--- src/ddo_mul.sv ---
// shared signed multiplier, 33 x 33 bits, product registered
// depends on nothing
module ddo_mul (
  input  logic               clk,
  input  logic signed [32:0] a,
  input  logic signed [32:0] b,
  output logic signed [65:0] p
);

  always_ff @(posedge clk) begin
    p <= a * b;
  end

endmodule

--- config.mk ---
export PLATFORM = sky130hd
export DESIGN_NAME = ddo_mul
export DESIGN_NICKNAME = d
export VERILOG_FILES = /design/src/ddo_mul.sv
export SDC_FILE = /design/constraint.sdc
export NUM_CORES = 2
export LEC_CHECK = 0
export ABC_AREA = 1
export BUFFER_PORTS_ARGS = -buffer_cell sky130_fd_sc_hd__buf_2
export CELL_PAD_IN_SITES_DETAIL_PLACEMENT = 1
export CELL_PAD_IN_SITES_GLOBAL_PLACEMENT = 1
export CORE_MARGIN = 1
export CORE_UTILIZATION = 40
export CTS_BUF_LIST = sky130_fd_sc_hd__clkbuf_4
export CTS_CLUSTER_SIZE = 12
export DETAILED_ROUTE_END_ITERATION = 16
export PLACE_DENSITY_LB_ADDON = 0.1
export SLEW_MARGIN = 5
export SYNTH_ARGS = -nofsm -noshare
export SYNTH_HDL_FRONTEND = slang
export SYNTH_SLANG_ARGS = --single-unit
--- constraint.sdc ---
create_clock -name clk -period 9.1 [get_ports clk]
set_input_delay 1.365 -clock clk [delete_from_list [all_inputs] [get_ports clk]]
set_output_delay 1.365 -clock clk [all_outputs]
set_load 0.03 [all_outputs]
After elaboration in Yosys (flattened, before gate mapping). Cells that the tools add are included.

Bits of input ports: 67. Logic and storage cells: 2. Output and inout port bits: 66. Register bits after elaboration: 66.

Multiply operators: 1.

Operators with widths (number): $mul A33 B33 Y66 (1).

Longest topological paths before layout.
Word-level depth: 1. Mapped depth: 34. Gate-level depth less buffers: 32.

Worst setup path after synthesis. No wires, ideal clock.

Path kind: input -> register. From: in a[32]. To: reg p[60]. Data required time: 8.987 ns. Setup slack: 0.979 ns. Setup time: 0.113 ns. Arrival: 8.008 ns. Cell stages on the path: 23. Buffers on the path: 2. Cells stage by stage: clkbuf_1 > clkbuf_1 > nand2_1 > inv_1 > fa_1 > fa_1 > fa_1 > fa_1 > inv_1 > fa_1 > fa_1 > fa_1 > fa_1 > inv_1 > ha_1 > nand2_1 > nor2_1 > inv_1 > nor3_1 > nand2_1 > and2_0 > nand4_1 > nand2_1.

Cells in the longest elaborated chain, start to end: 1.

RTL lines: from (decl) (line 5) `input logic signed [32:0] a,`; $mul A33 B33 Y66 (line 11) `p <= a * b;`; to (signal assigned) (line 11); to (decl) (line 7) `output logic signed [65:0] p`.

Every way passes these cells.

Worst setup path after layout.
From: in b[8]. To: reg p[54].

Cells in the longest elaborated chain, start to end: 1.

RTL lines: from (decl) (line 6) `input logic signed [32:0] b,`; $mul A33 B33 Y66 (line 11).

Every way passes these cells.

==> metrics.txt <==
status completed; Post-synth EDFFs 0; WP data required 9400 ps; initial antenna violation count 4; Post-CTS Setup Inserts 0; area leader, netlist fa_1; Post-synth top flop dfxtp_1; Root Driver clkbuf_4; WL per Instance 19.7 um; core footprint 107000 um^2; Iter 0 DRT Violations 1372; ranking of synthesized cells by area fa_1 53%, inv_1 16%, nand2_1 13%; Setup TNS 0 ps; syn_area_per_cell 7.79 um^2; Residual DRC 0; share of cells above drive strength 1 6.08%; HP Class in -> reg; Final HPWL DP 123 mm; Critical Path Start Type primary input; Nets 6981; TritonCTS Buffers 9; Max Cap Viol 0; Crit path arrival time 8670 ps; max reg flops 66; clock sink count 66; footprint of the multi-input gates 33800 um^2; Bufs on Longest Clock Path 2; Final Hold Fails 0; register area 1320 um^2; most frequent cell after synthesis inv_1; Layout area overhead 6.07%; FF+latch count, synth 66; Hold Buf Count CTS 0; # rows 120; top cells by count, synth 1894 x inv_1, 1517 x nand2_1, 1145 x fa_1; Routed Antenna Nets 0; Fmax 0.120 GHz; syn nets 6972; Unique masters post-synth 35; vias in the first global route 38062; worst setup path startpoint b[8]; Slew HR 38.2%; M2 GR Usage 50.0%; Slew Limit Fails 0; met1 usage 34.8%; Gate Count Post-Synth 5543; synthesized area 43200 um^2; Final setup viols 0; DR vias 32636; Tmin final 8370 ps; H-tree levels 3; CP endpoint p[54]; Worst Path Max Fanout 33; met3 usage 0.868%; unrepaired setup endpoints after global routing false; Vias/cell 4.69; first-pass GRT wire length 222 mm; Setup crit end kind flop; GR Util All Layers 26.7%; post-synth top area share 53.1%; crit path kind in -> reg; die width 331 um; DR pass1 iterations 5; Routed WL 137 mm; # fillers 13239; Yosys warnings 0; Initial Util 40.3%; GP Congestion 0.877; pin count of the biggest net entering global routing 34; sequential-to-total area share from yosys stat 3.06%; clock-pin slew on the worst setup and hold paths 120 ps; io pins 133; Die Ht 331 um; GRT busiest layer met2; Die ar. 109000 um^2; ys async rst share 0%; # port buffers 132; actual slew at the worst max-slew pin 926 ps; Top reg by flops p; registers with the most flip-flops p: 66 flops; part of the cycle the worst path needs 91.9%; CTS resizes 0; TritonCTS clock tree done; gr ovfl total 0
## cell families (layout without fill, tap and decap cells)
| family | Yosys count | in the layout | share of synthesized area [%] |
|---|---|---|---|
| buffers and inverters | 2158 | 2172 | 18.8 |
| and+or+nand+nor | 1810 | 1810 | 16.6 |
| adders and majority gates | 1362 | 1362 | 59.4 |
| AOI/OAI and AO/OA | 106 | 106 | 1.38 |
| DFF | 66 | 66 | 3.06 |
| xor gates and xnor gates | 41 | 41 | 0.832 |
| other | 0 | 2 | 0 |
## layer usage
| layer | wire length [um] | up-vias |
|---|---|---|
| li1 | - | 14986 |
| met1 | 59800 | 17108 |
| met2 | 72300 | 433 |
| met3 | 2760 | 107 |
| met4 | 2430 | 2 |
| met5 | 12 | - |
## stage by stage
| stage | hold slack, ps | instance area, um^2 | setup WS, ps | cells | util [%] |
|---|---|---|---|---|---|
| after floorplan | 1630 | 43200 | 979 | 5543 | - |
| after global placement | 1800 | 45600 | 274 | 6944 | 42.6 |
| after detailed placement | 1800 | 45600 | 287 | 6944 | 42.6 |
| after CTS | 1540 | 45800 | 762 | 6960 | 42.8 |
| after global routing | 1530 | 45800 | 380 | 6961 | 42.8 |
| final | 1550 | 45800 | 734 | 6962 | 42.8 |
## placed cells by master (no fill, tap or decap), types with 20 or more instances in the layout
cell	netlist	routed
fa_1	1145	1145
nor2_1	131	131
buf_2	0	132
inv_1	1894	1894
buf_4	0	123
ha_1	217	217
nand2_1	1517	1517
a21oi_1	61	61
nor2_2	20	20
nand3_1	70	70
dfxtp_1	66	66
xor2_1	37	37
## cell type report
cell class,instances,area share [%]
multi-input cells,3319,73.7
inverters,1895,15.5
well taps,1403,3.83
repair buffers,261,3.72
flip-flops and latches,66,2.89
clock inverters,7,0.167
clock buffers,9,0.148
diodes,2,0.0109
## worst min path at each step
stage	cells after the start	startpoint	to	slack, ps
2_1_floorplan	3	a[0]	p[0]	1630
5_1_grt	4	a[0]	p[0]	1530
4_1_cts	4	a[0]	p[0]	1540
3_5_place_dp	1	p[25]	p[25]	1800
6_report	4	a[0]	p[0]	1550
3_3_place_gp	1	p[2]	p[2]	1800
## critical path, cell delays in order
cell and delay, ps:
buf_2 630, nand2_1 130, inv_1 110, fa_1 460, fa_1 550, inv_1 140
fa_1 560, inv_1 70, fa_1 500, buf_4 300, fa_1 510, fa_1 510
fa_1 490, inv_1 50, fa_1 470, inv_1 50, ha_1 460, nand2_1 150
nor2_1 210, nand2_1 200, nor4_1 330, nand2_1 150, nand4_1 100, nand2_1 130
Power is not shown: default switching activity piles up to over one toggle a cycle in this logic, so the estimate is an artifact.
